==> src/hw/rtl/fpars_pkg.sv <==
// ----------------------------------------------------------------------------
// fpars_pkg
// Shared widths and request codes for the binary indexed tree sum unit.
// ----------------------------------------------------------------------------
package fpars_pkg;

   localparam int POS_W  = 10;  // position field width
   localparam int SIZE_W = 11;  // slot count register width
   localparam int CNT_W  = 12;  // tree walk index, holds up to twice the slot count
   localparam int DATA_W = 32;  // node and sum width

   typedef enum logic {
      REQ_ADD   = 1'b0,
      REQ_QUERY = 1'b1
   } req_code_type;

endpackage

==> src/hw/rtl/fpars_walk_alu.sv <==
// ----------------------------------------------------------------------------
// fpars_walk_alu
// Shared step unit: tree index step by lowest set bit, and 32-bit add/sub.
// ----------------------------------------------------------------------------
module fpars_walk_alu
   import fpars_pkg::*;
(
   input  logic [CNT_W-1:0]  idx,
   input  logic              idx_up,
   input  logic [DATA_W-1:0] op_a,
   input  logic [DATA_W-1:0] op_b,
   input  logic              op_sub,
   output logic [CNT_W-1:0]  idx_next,
   output logic [DATA_W-1:0] sum
);

   logic [CNT_W-1:0] low_bit;

   always_comb begin
      low_bit  = idx & (~idx + CNT_W'(1));
      idx_next = idx_up ? (idx + low_bit) : (idx - low_bit);
      sum      = op_sub ? (op_a - op_b) : (op_a + op_b);
   end

endmodule

==> config.mk <==
export PLATFORM = sky130hd
export DESIGN_NAME = fpars_walk_alu
export DESIGN_NICKNAME = d
export VERILOG_FILES = /design/src/hw/rtl/fpars_pkg.sv /design/src/hw/rtl/fpars_walk_alu.sv
export SDC_FILE = /design/constraint.sdc
export NUM_CORES = 1
export LEC_CHECK = 0
export ABC_AREA = 1
export CORE_UTILIZATION = 35
export DETAILED_ROUTE_END_ITERATION = 10
export DONT_BUFFER_PORTS = 1
export MAX_ROUTING_LAYER = met4
export PLACE_DENSITY_LB_ADDON = 0.2
export SYNTH_ARGS = -nofsm -noshare
export SYNTH_HDL_FRONTEND = slang
export SYNTH_SLANG_ARGS = --single-unit
==> constraint.sdc <==
create_clock -name vclk -period 3.3
set_clock_uncertainty 0.05 [all_clocks]
set_input_delay 0.33 -clock vclk [all_inputs]
set_output_delay 0.33 -clock vclk [all_outputs]
set_load 0.01 [all_outputs]
# Word level (Yosys, flattened, before mapping)
# Cells that the tools add are included.
# Widths: inputs -> output; s select.
word_totals:
  register_bits: 0
  output_inout_bits: 44
  word_cells: 9
classes:
  addsub: 5
  n_mux: 2
  n_bitwise: 2
ops:
  columns: ["cell", "count"]
  rows:
  - ["$add 32x32->32", 1]
  - ["$mux 32", 1]
  - ["$sub 32x32->32", 1]
  - ["$add 12x1->12 const B", 1]
  - ["$add 12x12->12", 1]
  - ["$and 12x12->12", 1]
  - ["$mux 12", 1]
  - ["$not 12->12", 1]
  - ["$sub 12x12->12", 1]

# Depth between registers and ports, before layout
# Gate-level depths: netlist of run 1.
logic_depth:
  depth_word: 5
  mapped_depth: 21
  mapped_depth_nobuf: 21

# Worst setup path before layout of run 1
# Ideal clock, no wire load.
synth_timing:
  path_type: "input-to-output"
  from: "in op_b[1]"
  to: "out sum[31]"
  arrival_time_ns: 2.389
  setup_slack_ns: 0.531
  path_stages: 18
  n_path_buf: 0
  path_cell_list: "inv_1 ha_1 nand3_1 nor2_1 nand2_1 nor2_1 xor2_1 nand2_1 nand2_1 ha_1 nand2_1 nor2_1 and2_1 and3_1 nand2_1 nand2_1 nand3_1 nand2_1"
synth_via:
  elab_chain_cells: 2
  word_cells_on_any_way: 3
  classes_between: "add/sub: 2; mux: 1"
synth_rtl:
  columns: ["item", "line", "rtl"]
  rows:
  - ["start, declared", "fpars_walk_alu.sv:11", "input logic [DATA_W-1:0] op_b,"]
  - ["$add 32x32->32 / $sub 32x32->32 (equally long branches)", "fpars_walk_alu.sv:22", "sum = op_sub ? (op_a - op_b) : (op_a + op_b);"]
  - ["$mux 32 (*)", "fpars_walk_alu.sv:22", null]
  - ["end, declared", "fpars_walk_alu.sv:14", "output logic [DATA_W-1:0] sum"]
# Every way passes the cells marked *; elsewhere a longest branch is shown, timed or not.

# Final worst setup path of run 1
layout_timing:
  from: "in op_b[1]"
  to: "out sum[17]"
# The elaborated chain is that of the path after synthesis.

==> results.sh, run 1 <==
export IMPL_syn_num_nets=889
export IMPL_synth_compound_area_share_pct=10.2
export IMPL_seqCellArea_um2=0
export IMPL_holdBufCountCts=0
export IMPL_synth_top_cells_by_count="261 x nand2_1, 141 x inv_1, 83 x nor2_1"
export IMPL_crit_type="input port to output port"
export IMPL_dp_hpwl_um=10900
export IMPL_wl_met2_um=5670
export IMPL_power_density_nw_per_um2=229
export IMPL_design_area_um2=4250
export IMPL_worst_ep_arrival_time_ps=2700
export IMPL_ios=122
export IMPL_die_area_um2=11600
export IMPL_synth_xor_area_share_pct=12.1
export IMPL_synth_area_um2=3910
export IMPL_max_cap_violations=0
export IMPL_wirelength_um=12100
export IMPL_synth_most_common_cell="nand2_1"
export IMPL_die_x_um=108
export IMPL_hold_violations=0
export IMPL_drive_gt1_share_pct=6.36
export IMPL_vias=4371
export IMPL_ant_nets=0
export IMPL_fill_cells=1274
export IMPL_period_needed_ps=3080
export IMPL_worstHoldPathType="input port to output port"
export IMPL_crit_fanout=4
export IMPL_grt_ovfl_total=0
export IMPL_max_vdd_ir_drop_mv=0.0661
export IMPL_dpl_instance_area_um2=4100
export IMPL_critPathSlowestCell="ha_1"
export IMPL_period_share_pct=93.4
export IMPL_grt_setup_unrepaired="true"
export IMPL_critPathCapture="sum[17]"
export IMPL_synth_area_leaders="nand2_1 25%, inv_1 14%, ha_1 13%, xor2_1 10%, nor2_1 8.0%"
export IMPL_seq_cells=0
export IMPL_rows=38
export IMPL_crit_chain="inv_1 > ha_2 > nand3_2 > nor3_4 > nor2_1 > xor2_1 > inv_1 > ha_1 > nand2_1 > nor2_1 > and2_1 > nand4_1 > nand3_1 > xor2_1"
export IMPL_post_place_ws_ps=4.86
export IMPL_drc=0
export IMPL_initial_core_util_pct=35.9
export IMPL_yosys_area_share_simple_pct=48.6
export IMPL_grt_max_degree=13
export IMPL_synth_top_family_by_area="simple AND/OR/NAND/NOR gates"
export IMPL_dr_wl_met3_um=823
export IMPL_vias_per_cell=4.80
export IMPL_cp_start_kind="input port"
export IMPL_antennaDiodeCount=0
export IMPL_syn_to_final_growth_pct=8.73
export IMPL_synth_distinct_cells=37
export IMPL_cp_slowest_stage_delay_ps=360
export IMPL_critPathLaunch="op_b[1]"
export IMPL_grt_pass1_wl_um=18900
export IMPL_gp_congestion=0.896
export IMPL_syn_area_per_cell_um2=5.10
export IMPL_drt_iter0_drc=188
export IMPL_total_leakage_power_nw=2.47
export IMPL_drt_pass1_iter_count=4
export IMPL_antenna_found_initial=0
export IMPL_cp_required_ps=2920
export IMPL_nets=895
export IMPL_die_h_um=108
export IMPL_fmax_ghz=0.324
export IMPL_portBuffers=0
export IMPL_final_max_slew_viol_count=0
export IMPL_whs_ps=763
export IMPL_synth_fa_ha_area_share_pct=14.5
export IMPL_core_area_um2=10900
export IMPL_grtUsageTotal_pct=20.8
export IMPL_fin_ws_ps=218
export IMPL_ys_seq_area_share_pct=0
export IMPL_end_kind="output port"
export IMPL_synth_warnings=0
export IMPL_synth_top_area_share_pct=25.0
export IMPL_grt_pass1_vias=4114
export IMPL_netlist_instances=767
export IMPL_finalSetupViolCount=0
export IMPL_fin_util_pct=39.1
export IMPL_setup_tns_ps=0
export IMPL_wl_per_cell_um=13.3
export IMPL_wl_met1_um=5490
export IMPL_status="complete, no violations"
export IMPL_clock_buffers=0
export IMPL_synth_mux_area_share_pct=0
export IMPL_top_layer_used="met4"
export IMPL_yosys_area_top_type="nand2_1"
how the worst min path moves through the flow:
stage          startpoint      to  depth (start not counted)
2_1_floorplan     op_b[0]  sum[0]                          2
3_3_place_gp      op_b[0]  sum[0]                          2
3_5_place_dp      op_b[0]  sum[0]                          2
4_1_cts           op_b[0]  sum[0]                          2
5_1_grt           op_b[0]  sum[0]                          2
6_report          op_b[0]  sum[0]                          2
layout by cell type, fill, tap and decap left out, types with 2 or more instances in the layout:
cell,n
nor2_4,5
nand2_2,5
nand4_1,14
ha_1,36
fa_1,2
o21bai_1,5
nor2_2,8
xor2_1,45
o21a_1,3
o21ai_0,10
nor3_1,10
a21oi_1,41
inv_2,3
nor3_2,2
nand3_2,2
buf_4,9
ha_4,3
nor4_1,2
a21o_1,2
nand3b_1,3
nor2_1,75
ha_2,3
xnor2_1,8
nand3_1,50
and2_1,4
o21ai_1,9
inv_1,141
nand2_1,257
cells by family (layout without fill, tap and decap cells):
family	after synthesis	in the layout
other	1	1
AOI/OAI and AO/OA	74	74
xor gates and xnor gates	54	54
adders and majority gates	44	44
and+or+nand+nor	444	444
buffers and inverters	150	154
per-layer routing:
layer | GRT usage [%] | vias to the layer above
met1 | 24.5 | 1848
met2 | 37.0 | 115
met4 | 2.64 | 0
met5 | - | -
met3 | 4.30 | 10
li1 | - | 2398
worst max-delay path: cells and delay by family:
family                   cells  cell delay (ps)
AND/OR/NAND/NOR              8             1180
adder cells (fa/ha/maj)      2              580
XOR/XNOR                     2              470
buffers and inverters        2              140
stage by stage:
step / total power, mW / std cells
after floorplan: 0.736 / 767
final: 0.973 / 911
after global placement: 0.938 / 907
after detailed placement: 0.936 / 907
after global routing: 1.09 / 911
after CTS: 0.941 / 908
timing repair:
action                                  in CTS  in global routing
endpoints found under the setup margin       1                 20
setup buffers                                1                  3
resized for setup                            0                 28
pin swaps                                    1                  4
area by class of cell:
class                           count  area (um^2)  area share [%]
Inverter                          145          544            12.8
Multi-Input combinational cell    617         3470            81.5
Tap cell                          140          175            4.12
Timing Repair Buffer                9         67.6            1.59
power breakdown:
group | switching (mW) | internal (mW) | leakage [nW]
Clock | 0 | 0 | 0
Sequential | 0 | 0 | 0
Combinational | 0.649 | 0.323 | 2.47
(Power assumes the default switching activity.)
==> run 2, diff against run 1 <==
--- a/config.mk
+++ b/config.mk
@@ -11,6 +11,7 @@
 export DONT_BUFFER_PORTS = 1
 export MAX_ROUTING_LAYER = met4
 export PLACE_DENSITY_LB_ADDON = 0.2
+export RECOVER_POWER = 100
 export SYNTH_ARGS = -nofsm -noshare
 export SYNTH_HDL_FRONTEND = slang
 export SYNTH_SLANG_ARGS = --single-unit
==> run 2 against run 1 <==
Die area is the same. Sequential cell count stayed put. Combinational power barely moved. Count of clock-buffer cells in the layout unchanged.
==> results.sh, run 2 (synthesis gave the netlist of run 1 again) <==
export IMPL_fin_ws_ps=219
export IMPL_dr_wl_met3_um=807
export IMPL_total_leakage_power_nw=2.46
export IMPL_gp_congestion=0.896
export IMPL_whs_endpoint="sum[0]"
export IMPL_ios=122
export IMPL_end_kind="output port"
export IMPL_status="complete, no violations"
export IMPL_grt_setup_unrepaired="true"
export IMPL_grt_pass1_wl_um=18900
export IMPL_grtUsageTotal_pct=20.8
export IMPL_antenna_found_initial=0
export IMPL_crit_type="input port to output port"
export IMPL_drt_pass1_iter_count=5
export IMPL_rows=38
export IMPL_worstHoldStart="op_b[0]"
export IMPL_dpl_instance_area_um2=4100
export IMPL_crit_fanout=4
export IMPL_seqCellArea_um2=0
export IMPL_nets=895
export IMPL_total_power_uw=973
export IMPL_fin_util_pct=39.0
export IMPL_antennaDiodeCount=0
export IMPL_worst_ep_arrival_time_ps=2700
export IMPL_crit_buf_inv=2
export IMPL_max_cap_violations=0
export IMPL_period_needed_ps=3080
export IMPL_drc=0
export IMPL_design_area_um2=4250
export IMPL_grt_ovfl_total=0
export IMPL_crit_chain="inv_1 > ha_2 > nand3_2 > nor3_4 > nor2_1 > xor2_1 > inv_1 > ha_1 > nand2_1 > nor2_1 > and2_1 > nand4_1 > nand3_1 > xor2_1"
export IMPL_vias=4369
export IMPL_die_h_um=108
export IMPL_wl_per_cell_um=13.4
export IMPL_max_vdd_ir_drop_mv=0.0661
export IMPL_hold_violations=0
export IMPL_layout_commonest_cell="nand2_1"
export IMPL_worst_hold_path_num_cells=2
export IMPL_wl_met2_um=5680
export IMPL_cp_start_kind="input port"
export IMPL_initial_core_util_pct=35.9
export IMPL_top_layer_used="met4"
export IMPL_die_x_um=108
export IMPL_cp_top_family="simple AND/OR/NAND/NOR gates"
export IMPL_worstHoldPathType="input port to output port"
export IMPL_syn_to_final_growth_pct=8.67
export IMPL_critPathSlowestCell="ha_1"
export IMPL_post_place_ws_ps=4.86
export IMPL_portBuffers=0
export IMPL_die_area_um2=11600
export IMPL_ant_nets=0
export IMPL_clock_buffers=0
export IMPL_dp_hpwl_um=10900
export IMPL_core_area_um2=10900
export IMPL_wirelength_um=12200
export IMPL_drive_gt1_share_pct=6.23
export IMPL_finalSetupViolCount=0
export IMPL_grt_pass1_vias=4114
export IMPL_fill_cells=1273
export IMPL_grt_max_degree=13
export IMPL_period_share_pct=93.4
export IMPL_cp_required_ps=2920
export IMPL_final_cell_mix="257 x nand2_1, 141 x inv_1, 75 x nor2_1, 50 x nand3_1, 45 x xor2_1"
export IMPL_drt_iter0_drc=184
export IMPL_multi_input_area_um2=3460
export IMPL_fmax_ghz=0.325
export IMPL_cp_slowest_stage_delay_ps=360
export IMPL_wl_met1_um=5530
export IMPL_final_max_slew_viol_count=0
export IMPL_vias_per_cell=4.80
export IMPL_seq_cells=0
export IMPL_power_density_nw_per_um2=229
## run 2: changes by cell type in the layout (fill, tap and decap cells not counted)
cell and delta:
a21boi_1 -1, o21ai_1 -1, and2_1 -2, or2_0 +1, and2_0 +2, or2_4 -1, a21boi_0 +1, o21ai_0 +1
## run 2: how the worst max path moves through the flow
stage,start,end,slack (ps),depth (start not counted)
2_1_floorplan,op_b[1],sum[31],530,18
4_1_cts,op_b[1],sum[31],20,18
5_1_grt,op_b[21],sum[31],-30,16
3_3_place_gp,op_b[1],sum[31],-2,18
6_report,op_b[1],sum[17],220,14
3_5_place_dp,op_b[1],sum[31],5,17
## run 2: layout make-up
cell class	instances	area share, %
inverters	145	12.8
well taps	140	4.12
repair buffers	9	1.59
multi-input cells	617	81.5
## run 2: per-stage QoR
stage                     TNS (ps)  hold WS, ps  std cells
final                            0          763        911
after global routing          -111          769        911
after CTS                        0          767        908
after detailed placement         0          767        907
after global placement       -2.45          762        907
after floorplan                  0          758        767
## run 2: layer usage
metal / vias up / global-route usage (%)
li1: 2397 / -
met1: 1844 / 24.5
met2: 118 / 37.0
met3: 10 / 4.30
met4: 0 / 2.64
met5: - / -
## run 2: repair_timing
action,CTS,global route
hold buffers,0,0
resized for setup,0,28
endpoints found under the setup margin,1,20
buffers inserted,1,3
pin swaps,1,4
## run 2: power breakdown
group | switching, mW | internal [mW] | leakage (nW) | total, mW
logic | 0.651 | 0.322 | 2.46 | 0.973
clock network | 0 | 0 | 0 | 0
registers | 0 | 0 | 0 | 0
total | 0.651 | 0.322 | 2.46 | 0.973
==> run 3, diff against run 2 <==
--- a/config.mk
+++ b/config.mk
@@ -5,7 +5,6 @@
 export SDC_FILE = /design/constraint.sdc
 export NUM_CORES = 1
 export LEC_CHECK = 0
-export ABC_AREA = 1
 export CORE_UTILIZATION = 35
 export DETAILED_ROUTE_END_ITERATION = 10
 export DONT_BUFFER_PORTS = 1
==> run 3 against run 2 <==
The run now ends with setup timing left. Count of clock-buffer cells in the layout is the same. Non-clock buffer count grew 128. Routed wire length shrank 16%. Sequential share of layout area is the same. Worst setup slack lost 560 ps. Fmax shrank 15%. Combinational power grew 39%. Critical path type unchanged. Largest power group unchanged.
==> results.sh, run 3 <==
export IMPL_fill_cells=822
export IMPL_crit_type="input port to output port"
export IMPL_grt_setup_unrepaired="true"
export IMPL_vias_per_cell=5.40
export IMPL_max_vdd_ir_drop_mv=0.151
export IMPL_nets=696
export IMPL_top_layer_used="met4"
export IMPL_holdBufCountCts=0
export IMPL_wl_met2_um=5190
export IMPL_drt_pass1_iter_count=6
export IMPL_worstHoldPathType="input port to output port"
export IMPL_seq_cells=0
export IMPL_period_share_pct=110
export IMPL_core_area_um2=8640
export IMPL_synth_warnings=0
export IMPL_cp_required_ps=2920
export IMPL_seqCellArea_um2=0
export IMPL_synth_area_um2=3110
export IMPL_status="finished with violations"
export IMPL_gp_congestion=0.893
export IMPL_wirelength_um=10200
export IMPL_grtUsageTotal_pct=21.8
export IMPL_die_h_um=96.2
export IMPL_fin_util_pct=54.4
export IMPL_die_area_um2=9260
export IMPL_p_sw_share_pct=49.5
export IMPL_worst_hold_path_num_cells=2
export IMPL_drc=0
export IMPL_grt_pass1_wl_um=15800
export IMPL_worst_ep_arrival_time_ps=3270
export IMPL_final_max_slew_viol_count=0
export IMPL_fmax_ghz=0.274
export IMPL_p_int_uw=680
export IMPL_clock_buffers=0
export IMPL_power_density_nw_per_um2=286
export IMPL_syn_num_nets=572
export IMPL_max_cap_violations=0
export IMPL_dp_hpwl_um=8620
export IMPL_synth_top_cells_by_count="56 x a21oi_1, 56 x nor2_1, 56 x xnor2_1"
export IMPL_dpl_instance_area_um2=4280
export IMPL_yosys_area_top_type="ha_1"
export IMPL_ios=122
export IMPL_vias=3674
export IMPL_whs_endpoint="sum[0]"
export IMPL_total_leakage_power_nw=2.09
export IMPL_initial_core_util_pct=36.0
export IMPL_power_frac_clock_pct=0
export IMPL_ant_nets=0
export IMPL_grt_pass1_vias=3641
export IMPL_layout_commonest_cell="buf_4"
export IMPL_worstHoldStart="op_b[0]"
export IMPL_dr_wl_met3_um=704
export IMPL_synth_distinct_cells=65
export IMPL_seqPwrFrac_pct=0
export IMPL_crit_fanout=5
export IMPL_wl_per_cell_um=15.0
export IMPL_grt_max_degree=32
export IMPL_drt_iter0_drc=69
export IMPL_grt_ovfl_total=0
export IMPL_netlist_instances=450
export IMPL_drive_gt1_share_pct=40.7
export IMPL_hold_violations=0
export IMPL_final_cell_mix="129 x buf_4, 51 x nor2_1, 49 x xnor2_1, 40 x a21oi_1, 35 x ha_1"
export IMPL_failed_checks="setup timing"
export IMPL_p_switching_uw=666
export IMPL_finalSetupViolCount=20
export IMPL_fin_ws_ps=-345
export IMPL_ys_seq_area_share_pct=0
export IMPL_wl_met1_um=4060
export IMPL_p_comb_share_pct=100.0
export IMPL_period_needed_ps=3650
export IMPL_cp_start_kind="input port"
export IMPL_portBuffers=0
export IMPL_antenna_found_initial=0
export IMPL_syn_area_per_cell_um2=6.90
export IMPL_synth_top_area_share_pct=16.9
export IMPL_design_area_um2=4700
export IMPL_antennaDiodeCount=0
export IMPL_die_x_um=96.2
export IMPL_synth_area_leaders="ha_1 17%, xnor2_1 16%, a21oi_1 9.0%, nor2_1 6.8%, a21o_1 3.6%"
export IMPL_rows=34
export IMPL_end_kind="output port"
export IMPL_syn_to_final_growth_pct=51.2
==> run 3: routing by layer <==
| layer | up-vias | global-route usage, % |
|---|---|---|
| met5 | - | - |
| met4 | 0 | 3.86 |
| met3 | 17 | 3.87 |
| met2 | 112 | 41.8 |
| met1 | 1674 | 23.2 |
| li1 | 1871 | - |
==> run 3: power by group through the flow <==
stage                     clock network, mW  registers, mW  logic, mW
after detailed placement                  0              0       1.20
after floorplan                           0              0      0.768
final                                     0              0       1.35
after global routing                      0              0       1.48
after global placement                    0              0       1.19
after CTS                                 0              0       1.30
==> run 3: worst max-delay path: stages <==
cell      delay (ps)
or4_4            540
nor4_4           300
and2_4           240
a21oi_2           60
xnor2_1          120
ha_1             360
a2111o_1         410
nor2_1            90
o21ai_1           70
o211ai_1          90
o31ai_2          140
a21boi_1         190
xnor2_1          160
buf_4            150
==> run 3: worst max-delay path by stage <==
stage            start      end  slack [ps]  cells after the start
2_1_floorplan  op_b[9]  sum[30]        -180                     14
4_1_cts        op_b[9]  sum[26]        -330                     14
5_1_grt        op_b[9]  sum[26]        -560                     15
6_report       op_b[9]  sum[26]        -350                     14
3_5_place_dp   op_b[9]  sum[30]        -420                     14
3_3_place_gp   op_b[9]  sum[29]        -430                     14
==> run 3: through the flow <==
step	TNS (ps)	power (mW)	hold WS (ps)	setup slack, ps	instances
floorplan	-965	0.768	758	-181	450
global placement	-5310	1.19	765	-431	672
detailed placement	-5670	1.20	761	-417	672
CTS	-3640	1.30	762	-330	678
global route	-8360	1.48	764	-563	680
finish	-4210	1.35	761	-345	680
==> run 3: final cells by class <==
type | instances | area [um^2] | area share, %
well taps | 108 | 135 | 2.88
multi-input cells | 408 | 3430 | 73.1
inverters | 27 | 101 | 2.16
repair buffers | 137 | 1030 | 21.9
==> run 3: logic make-up after synthesis <==
logic type	synth area share (%)
other	0.121
AOI/OAI and AO/OA	33.3
muxes	1.01
buffers and inverters	5.28
adders and majority gates	18.2
xor gates and xnor gates	18.9
and+or+nand+nor	23.2
==> run 3: repair_timing <==
item	in CTS	in global routing
pin swaps	55	25
setup buffers	7	3
resized for setup	61	28
setup endpoints to repair	20	21
